`src/hw/rtl/scta_pkg.sv`:
```
`timescale 1ns / 1ps
package scta_pkg;

    localparam int IP_W     = 32;
    localparam int PREFIX_W = 6;
    localparam int IFACE_W  = 16;

    typedef struct packed {
        logic [IFACE_W-1:0]  iface;
        logic [PREFIX_W-1:0] prefix;
        logic [IP_W-1:0]     ip;
    } entry_t;

    // one cell's state as handed to a neighbor
    typedef struct packed {
        logic   used;
        logic   hit;
        entry_t data;
    } cell_link_t;

    typedef logic [1:0] cell_op_t;
    localparam cell_op_t CELL_HOLD = 2'd0;
    localparam cell_op_t CELL_PREV = 2'd1;
    localparam cell_op_t CELL_NEXT = 2'd2;
    localparam cell_op_t CELL_EVAL = 2'd3;

    localparam logic [1:0] FUNC_INSERT = 2'd0;
    localparam logic [1:0] FUNC_DELETE = 2'd1;
    localparam logic [1:0] FUNC_FIND   = 2'd2;

    localparam logic [1:0] ST_OK          = 2'd0;
    localparam logic [1:0] ST_NOT_FOUND   = 2'd1;
    localparam logic [1:0] ST_FULL        = 2'd2;
    localparam logic [1:0] ST_NO_CONFLICT = 2'd3;

    function automatic logic [IP_W-1:0] prefix_mask(input logic [PREFIX_W-1:0] p);
        logic [IP_W-1:0] m;
        if (p == '0)
            m = '0;
        else if (p >= PREFIX_W'(IP_W))
            m = '1;
        else
            m = ~({IP_W{1'b1}} >> p);
        return m;
    endfunction

endpackage

```
`src/hw/rtl/scta_cell.sv`:
```
`timescale 1ns / 1ps
module scta_cell
    import scta_pkg::*;
(
    input  logic       clk,
    input  logic       rst_n,
    input  cell_op_t   op,
    input  entry_t     query,
    input  cell_link_t prev_link,
    input  cell_link_t next_link,
    output cell_link_t link,
    output logic       del_match
);

    logic            used_reg;
    logic            hit_reg;
    entry_t          data_reg;
    logic [IP_W-1:0] m_own;
    logic [IP_W-1:0] m_q;
    logic [IP_W-1:0] s_own;
    logic [IP_W-1:0] e_own;
    logic [IP_W-1:0] s_q;
    logic [IP_W-1:0] e_q;
    logic            overlap;
    logic            hit_next;

    assign m_own   = prefix_mask(data_reg.prefix);
    assign m_q     = prefix_mask(query.prefix);
    assign s_own   = data_reg.ip & m_own;
    assign e_own   = s_own | ~m_own;
    assign s_q     = query.ip & m_q;
    assign e_q     = s_q | ~m_q;
    assign overlap = (s_own <= e_q) && (s_q <= e_own);
    assign hit_next = used_reg && (data_reg.iface != query.iface) && overlap;

    assign del_match = used_reg && (data_reg == query);
    assign link      = '{used: used_reg, hit: hit_reg, data: data_reg};

    always_ff @(posedge clk or negedge rst_n)
    begin
        if (!rst_n)
        begin
            used_reg <= 1'b0;
            hit_reg  <= 1'b0;
        end
        else
        begin
            case (op)
                CELL_PREV:
                begin
                    used_reg <= prev_link.used;
                    hit_reg  <= prev_link.hit;
                end
                CELL_NEXT:
                begin
                    used_reg <= next_link.used;
                    hit_reg  <= 1'b0;
                end
                CELL_EVAL:
                begin
                    hit_reg <= hit_next;
                end
                default:
                begin
                    used_reg <= used_reg;
                end
            endcase
        end
    end

    always_ff @(posedge clk)
    begin
        case (op)
            CELL_PREV: data_reg <= prev_link.data;
            CELL_NEXT: data_reg <= next_link.data;
            default:   data_reg <= data_reg;
        endcase
    end

endmodule

```
`src/hw/rtl/subnet_conflict_table_unit.sv`:
```
`timescale 1ns / 1ps
// Timing: insert, delete and unused codes give their single beat, registered from the EXEC state.
// A find passes EXEC and CHECK and its first beat is registered from CHECK; it then walks the ring of
// TABLE_DEPTH cells, one cell per cycle through the tail while no hit at the tail waits on the output;
// only a find with conflicts holds the unit for the walk, and every code also waits on output stalls.
// Reset (rst_n low, asynchronous): table empty, no beat pending, unit idle.
module subnet_conflict_table_unit
    import scta_pkg::*;
#(
    parameter int TABLE_DEPTH = 16,
    parameter int IFACE_BITS  = 16
)
(
    input  logic        clk,
    input  logic        rst_n,
    input  logic        s_tvalid,
    output logic        s_tready,
    input  logic [55:0] s_tdata,   // addr_ip[31:0], prefix_len[37:32], iface[53:38], zero
    input  logic [1:0]  s_tuser,   // func
    output logic        m_tvalid,
    input  logic        m_tready,
    output logic [55:0] m_tdata,   // hit_ip[31:0], hit_prefix[37:32], hit_iface[53:38], zero
    output logic [2:0]  m_tuser,   // status[1:0], hit_valid[2]
    output logic        m_tlast
);

    localparam int CW  = $clog2(TABLE_DEPTH + 1);
    localparam int SCW = (TABLE_DEPTH > 1) ? $clog2(TABLE_DEPTH) : 1;
    localparam logic [IFACE_W-1:0] IFACE_MASK =
        (IFACE_BITS >= IFACE_W) ? {IFACE_W{1'b1}}
                                : IFACE_W'((17'd1 << IFACE_BITS) - 17'd1);

    localparam logic [1:0] S_IDLE  = 2'd0;
    localparam logic [1:0] S_EXEC  = 2'd1;
    localparam logic [1:0] S_CHECK = 2'd2;
    localparam logic [1:0] S_SCAN  = 2'd3;

    logic [1:0]     state_reg, state_next;
    logic [1:0]     func_reg;
    entry_t         query_reg;
    logic [CW-1:0]  count_reg, count_next;
    logic [SCW-1:0] step_reg, step_next;

    logic           out_valid_reg;
    logic [1:0]     out_status_reg, out_status_next;
    logic           out_hv_reg, out_hv_next;
    entry_t         out_data_reg, out_data_next;
    logic           out_last_reg, out_last_next;
    logic           load_out;

    cell_link_t     links [TABLE_DEPTH];
    cell_link_t     head_link;
    cell_link_t     tail_link;
    cell_op_t       common_op;
    logic           del_mode;
    logic [TABLE_DEPTH-1:0] match_vec;
    logic [TABLE_DEPTH-1:0] shift_vec;
    logic [TABLE_DEPTH-1:0] hit_vec;
    logic [TABLE_DEPTH-1:0] used_vec;
    logic           others_hit;
    logic           can_load;
    logic           s_accept;
    logic           full;

    assign s_tready  = (state_reg == S_IDLE);
    assign s_accept  = s_tvalid && s_tready;
    assign can_load  = !out_valid_reg || m_tready;
    assign tail_link = links[TABLE_DEPTH-1];
    assign full      = (count_reg >= CW'(TABLE_DEPTH));

    genvar gi;
    generate
        for (gi = 0; gi < TABLE_DEPTH; gi++)
        begin : g_cell
            cell_link_t prev_l;
            cell_link_t next_l;
            cell_op_t   op_l;

            if (gi == 0)
            begin : g_head
                assign prev_l = head_link;
            end
            else
            begin : g_mid
                assign prev_l = links[gi-1];
            end

            if (gi == TABLE_DEPTH - 1)
            begin : g_tail
                assign next_l = '0;
            end
            else
            begin : g_body
                assign next_l = links[gi+1];
            end

            assign shift_vec[gi] = |match_vec[gi:0];
            assign op_l = del_mode ? (shift_vec[gi] ? CELL_NEXT : CELL_HOLD) : common_op;
            assign hit_vec[gi]  = links[gi].hit;
            assign used_vec[gi] = links[gi].used;

            scta_cell u_cell (
                .clk       (clk),
                .rst_n     (rst_n),
                .op        (op_l),
                .query     (query_reg),
                .prev_link (prev_l),
                .next_link (next_l),
                .link      (links[gi]),
                .del_match (match_vec[gi])
            );
        end

        if (TABLE_DEPTH > 1)
        begin : g_oth
            assign others_hit = |hit_vec[TABLE_DEPTH-2:0];
        end
        else
        begin : g_one
            assign others_hit = 1'b0;
        end
    endgenerate

    always_comb
    begin
        state_next      = state_reg;
        count_next      = count_reg;
        step_next       = step_reg;
        common_op       = CELL_HOLD;
        del_mode        = 1'b0;
        head_link       = '{used: tail_link.used, hit: 1'b0, data: tail_link.data};
        load_out        = 1'b0;
        out_status_next = ST_OK;
        out_hv_next     = 1'b0;
        out_data_next   = '0;
        out_last_next   = 1'b1;

        case (state_reg)
            S_IDLE:
            begin
                if (s_accept)
                    state_next = S_EXEC;
            end
            S_EXEC:
            begin
                if (func_reg == FUNC_FIND)
                begin
                    common_op  = CELL_EVAL;
                    state_next = S_CHECK;
                end
                else if (can_load)
                begin
                    load_out   = 1'b1;
                    state_next = S_IDLE;
                    case (func_reg)
                        FUNC_INSERT:
                        begin
                            if (full)
                                out_status_next = ST_FULL;
                            else
                            begin
                                common_op  = CELL_PREV;
                                head_link  = '{used: 1'b1, hit: 1'b0, data: query_reg};
                                count_next = count_reg + CW'(1);
                            end
                        end
                        FUNC_DELETE:
                        begin
                            if (|match_vec)
                            begin
                                del_mode   = 1'b1;
                                count_next = count_reg - CW'(1);
                            end
                            else
                                out_status_next = ST_NOT_FOUND;
                        end
                        default:
                        begin
                            out_status_next = ST_NOT_FOUND;
                        end
                    endcase
                end
            end
            S_CHECK:
            begin
                if (can_load)
                begin
                    load_out = 1'b1;
                    if (|hit_vec)
                    begin
                        out_hv_next   = 1'b1;
                        out_data_next = query_reg;
                        out_last_next = 1'b0;
                        step_next     = '0;
                        state_next    = S_SCAN;
                    end
                    else
                    begin
                        out_status_next = ST_NO_CONFLICT;
                        state_next      = S_IDLE;
                    end
                end
            end
            S_SCAN:
            begin
                if (!tail_link.hit || can_load)
                begin
                    common_op = CELL_PREV;
                    if (tail_link.hit)
                    begin
                        load_out      = 1'b1;
                        out_hv_next   = 1'b1;
                        out_data_next = tail_link.data;
                        out_last_next = !others_hit;
                    end
                    step_next = step_reg + SCW'(1);
                    if (step_reg == SCW'(TABLE_DEPTH - 1))
                        state_next = S_IDLE;
                end
            end
            default:
            begin
                state_next = S_IDLE;
            end
        endcase
    end

    always_ff @(posedge clk or negedge rst_n)
    begin
        if (!rst_n)
        begin
            state_reg     <= S_IDLE;
            count_reg     <= '0;
            step_reg      <= '0;
            out_valid_reg <= 1'b0;
        end
        else
        begin
            state_reg <= state_next;
            count_reg <= count_next;
            step_reg  <= step_next;
            if (load_out)
                out_valid_reg <= 1'b1;
            else if (m_tready)
                out_valid_reg <= 1'b0;
        end
    end

    always_ff @(posedge clk)
    begin
        if (s_accept)
        begin
            func_reg        <= s_tuser;
            query_reg.ip     <= s_tdata[31:0];
            query_reg.prefix <= s_tdata[37:32];
            query_reg.iface  <= s_tdata[53:38] & IFACE_MASK;
        end
        if (load_out)
        begin
            out_status_reg <= out_status_next;
            out_hv_reg     <= out_hv_next;
            out_data_reg   <= out_data_next;
            out_last_reg   <= out_last_next;
        end
    end

    assign m_tvalid = out_valid_reg;
    assign m_tdata  = {2'b00, out_data_reg.iface, out_data_reg.prefix, out_data_reg.ip};
    assign m_tuser  = {out_hv_reg, out_status_reg};
    assign m_tlast  = out_last_reg;

    a_count_range: assert property (@(posedge clk) disable iff (!rst_n)
        count_reg <= CW'(TABLE_DEPTH))
        else $error("entry count beyond table depth");

    a_used_count: assert property (@(posedge clk) disable iff (!rst_n)
        $countones(used_vec) == int'(count_reg))
        else $error("used cells disagree with entry count");

    a_idle_no_hits: assert property (@(posedge clk) disable iff (!rst_n)
        state_reg == S_IDLE |-> hit_vec == '0)
        else $error("hit flags left set after a find");

    a_scan_rotates: assert property (@(posedge clk) disable iff (!rst_n)
        (state_reg == S_SCAN && !tail_link.hit) |=> step_reg == $past(step_reg) + SCW'(1))
        else $error("scan stalled without a pending beat");

endmodule
```
`config.mk`:
```
export PLATFORM = sky130hd
export DESIGN_NAME = subnet_conflict_table_unit
export DESIGN_NICKNAME = d
export VERILOG_FILES = /design/src/hw/rtl/scta_pkg.sv /design/src/hw/rtl/scta_cell.sv /design/src/hw/rtl/subnet_conflict_table_unit.sv
export SDC_FILE = /design/constraint.sdc
export NUM_CORES = 2
export LEC_CHECK = 0
export BUFFER_PORTS_ARGS = -buffer_cell sky130_fd_sc_hd__buf_2
export CORE_AREA = 2 2 418 524
export DETAILED_ROUTE_END_ITERATION = 10
export DIE_AREA = 0 0 420 526
export PLACE_DENSITY = 0.58
export SLEW_MARGIN = 20
export SYNTH_ARGS = -nofsm -noshare
export SYNTH_HDL_FRONTEND = slang
export SYNTH_HIERARCHICAL = 1
export SYNTH_SLANG_ARGS = --single-unit
```
`constraint.sdc`:
```
create_clock -name clk -period 9.4 [get_ports clk]
set_input_delay 0.47 -clock clk [delete_from_list [all_inputs] [get_ports clk]]
set_output_delay 0.47 -clock clk [all_outputs]
set_load 0.05 [all_outputs]
```
==> results.sh <==
export IMPL_status="completed"
export IMPL_synth_area_leaders="edfxtp_1 30%, ha_1 14%, mux2_2 11%, a21oi_1 5.6%, nor2_1 4.5%"
export IMPL_synth_top_cell_by_area="edfxtp_1"
export IMPL_root_buffer="clkbuf_16"
export IMPL_rr_endpoint="g_cell[14].u_cell/hit_reg"
export IMPL_ys_ff_latch=1022
export IMPL_internal_power_mw=20.5
export IMPL_grt_pass1_wl_mm=637
export IMPL_antenna_found_initial=32
export IMPL_numClockSinks=1022
export IMPL_synth_top_area_share_pct=30.4
export IMPL_viasPerCell=6.62
export IMPL_coreArea_um2=216000
export IMPL_routed_wl_mm=459
export IMPL_grt_max_degree=57
export IMPL_placementRows=191
export IMPL_max_freq_mhz=134
export IMPL_dpl_hpwl_mm=321
export IMPL_cp_slowest_cell="edfxtp_1"
export IMPL_netlist_area_um2=96700
export IMPL_comb_power_share_pct=54.9
export IMPL_cts_tree="built"
export IMPL_yosys_cell_count_top_type="nor2_1"
export IMPL_numPortBuffers=119
export IMPL_sw_frac_of_total_pct=51.7
export IMPL_insertion_delay_ns=0.82
export IMPL_syn_area_per_cell_um2=9.44
export IMPL_first_iter_violations=11613
export IMPL_maxSlewHeadroom_pct=18.8
export IMPL_gp_congestion=1.01
export IMPL_dieHeight_um=526
export IMPL_p_leak_nw=40.8
export IMPL_critical_path_buf_inv_count=5
export IMPL_ys_seq_area_share_pct=31.5
export IMPL_setup_tns_ns=0
export IMPL_clk_pin_slew_worst_paths_ns=0.07
export IMPL_critPathLaunchType="register"
export IMPL_grt_ovfl_total=0
export IMPL_crit_chain="buf_4 -> buf_4 -> xnor2_1 -> nand4_1 -> nor4_1 -> nand4_1 -> nor4_2 -> or4_1 -> nor4_2 -> nor2_1 -> buf_4 -> a21oi_4 -> buf_4 -> inv_1 -> ha_2 -> o41ai_1 -> a21oi_1 -> a2bb2oi_1"
export IMPL_fin_skew_ns=0.0897
export IMPL_critPathCaptureType="register"
export IMPL_wl_per_cell_um=34.2
export IMPL_cts_buffers_inserted=111
export IMPL_synth_common_cells="1147 x nor2_1, 1091 x a21oi_1, 1080 x ha_1"
export IMPL_syn_to_final_growth_pct=9.75
export IMPL_grt_pass1_vias=85155
export IMPL_netlist_instances=10234
export IMPL_clock_power_share_pct=11.5
export IMPL_crit_reg2reg_launch="query_reg[27]"
export IMPL_critPathMaxStageDelay_ns=1.16
export IMPL_cp_common_cell="buf_4"
export IMPL_start_util_pct=44.8
export IMPL_first_pass_iters=6
export IMPL_grt_usage_pct=40.3
export IMPL_synth_warnings=6
export IMPL_ff2ff_setup_slack_ns=1.96
export IMPL_synth_edf_count=978
export IMPL_cap_violations=0
export IMPL_period_needed_ns=7.44
export IMPL_vias=88679
export IMPL_largest_register_ffs=864
export IMPL_finalSetupViolCount=0
export IMPL_hp_class="input port to async pin"
export IMPL_drv_slew=0
export IMPL_die_w_um=420
export IMPL_crit_family="simple AND/OR/NAND/NOR gates"
export IMPL_final_net_count=11522
export IMPL_p_sw_mw=21.9
export IMPL_arrival_ns=8.16
export IMPL_rsz0062_at_grt="no"
export IMPL_p_seq_share_pct=33.6
export IMPL_path_class="register to register"
export IMPL_crit_fanout=20
export IMPL_ys_async_sr_fraction_pct=4.31
export IMPL_route_detailed_drc=0
export IMPL_cp_required_ns=10.12
export IMPL_fin_util_pct=49.2
export IMPL_r2r_cells=18
export IMPL_ios=124
export IMPL_ant_nets=0
export IMPL_fp_dieArea_um2=221000
export IMPL_yosys_most_used_dff="edfxtp_1"
export IMPL_powerDensity_nw_per_um2=400
export IMPL_hold_viol=0
export IMPL_clockBufferDepth=3
export IMPL_fin_crit_sh_pct=79.1
export IMPL_n_fill_cell=20280
export IMPL_tightest_slew_ns=1.22
export IMPL_ys_types=66
export IMPL_layout_drive_gt1_share_pct=16.8
export IMPL_ctsHtreeMaxLevel=3
export IMPL_peakVddDrop_v=0.000305
==> timing repair <==
action,in CTS,in global routing
hold buffers,57,0
buffers inserted,0,0
gates resized for setup,0,0
endpoints found under the hold margin,73,0
==> worst max path at each step <==
stage,depth (start not counted),slack (ns),startpoint,end
floorplan,10,2.89,query_reg[35],g_cell[10].u_cell/link[0]
global placement,16,2.03,query_reg[32],g_cell[14].u_cell/hit_reg
detailed placement,18,2.35,query_reg[27],g_cell[14].u_cell/hit_reg
CTS,16,2.32,query_reg[27],g_cell[13].u_cell/link[35]
global route,16,2.14,query_reg[27],g_cell[1].u_cell/link[46]
finish,18,1.96,query_reg[27],g_cell[14].u_cell/hit_reg
==> metal layers <==
metal | up-vias | track usage [%] | wire length, µm
met5 | - | 0.110 | 129
met4 | 18 | 30.3 | 42500
met3 | 1840 | 9.47 | 50400
met2 | 5850 | 60.3 | 195000
met1 | 43192 | 50.2 | 171000
li1 | 37779 | - | -
==> area by class of cell <==
| class | instances | area (µm²) | area share, % |
|---|---|---|---|
| diodes | 19 | 47.5 | 0.0448 |
| clock buffers | 130 | 2880 | 2.71 |
| clock inverters | 81 | 1080 | 1.01 |
| inverters | 187 | 702 | 0.662 |
| multi-input cells | 8599 | 63500 | 59.8 |
| flip-flops and latches | 1022 | 30500 | 28.7 |
| well taps | 2895 | 3620 | 3.41 |
| repair buffers | 458 | 3820 | 3.60 |
==> kinds of logic after synthesis <==
family | after synthesis | synth area share (%)
DFF | 1022 | 31.5
adders and majority gates | 1081 | 14.0
AOI/OAI and AO/OA | 2150 | 13.4
other | 1 | 0.00388
and+or+nand+nor | 3503 | 19.1
xor gates and xnor gates | 867 | 7.93
buffers and inverters | 670 | 3.19
muxes | 940 | 10.9
==> stage by stage <==
stage | std cells | worst slack, ns | instance area [µm²] | hold slack [ns] | power (mW)
floorplan | 10291 | 2.89 | 96900 | 0.174 | 26.7
global placement | 13099 | 2.03 | 101000 | 0.449 | 35.9
detailed placement | 13103 | 2.35 | 101000 | 0.458 | 36.5
CTS | 13371 | 2.32 | 106000 | 0.173 | 41.5
global route | 13373 | 2.14 | 106000 | 0.219 | 44.3
finish | 13391 | 1.96 | 106000 | 0.221 | 42.5
==> power groups by stage <==
| stage | logic [mW] | clock network [mW] | registers (mW) |
|---|---|---|---|
| detailed placement | 22.5 | 0 | 14.0 |
| CTS | 22.7 | 4.93 | 13.9 |
| global route | 25.1 | 5.07 | 14.1 |
| floorplan | 15.6 | 0 | 11.1 |
| global placement | 22.0 | 0 | 14.0 |
| finish | 23.3 | 4.89 | 14.3 |
==> layout by cell type, fill, tap and decap left out, types with 44 or more instances in the layout <==
cell type,Yosys,routed
nor2_1,1147,1147
a21oi_1,1091,1089
ha_1,1080,1048
edfxtp_1,978,978
mux2_2,922,922
nor2b_1,663,663
nand2_1,506,506
xor2_1,432,432
xnor2_1,425,425
nand4_1,265,265
a21boi_0,256,256
o21ai_0,247,247
buf_4,36,241
inv_1,177,177
nand3_1,162,162
nor4_1,146,146
buf_2,192,118
clkbuf_16,0,111
o21a_1,92,92
a31oi_1,84,84
and2_1,79,78
or3_1,76,76
a211oi_1,75,75
nor4_2,73,73
nor3_1,67,67
a21o_1,67,67
nand2b_1,62,62
conb_1,1,58
dlygate4sd3_1,0,57
a22o_1,54,54
o211ai_1,51,51
and3_1,48,47
dfrtp_1,44,44
Power figures use the tool's default switching activity.
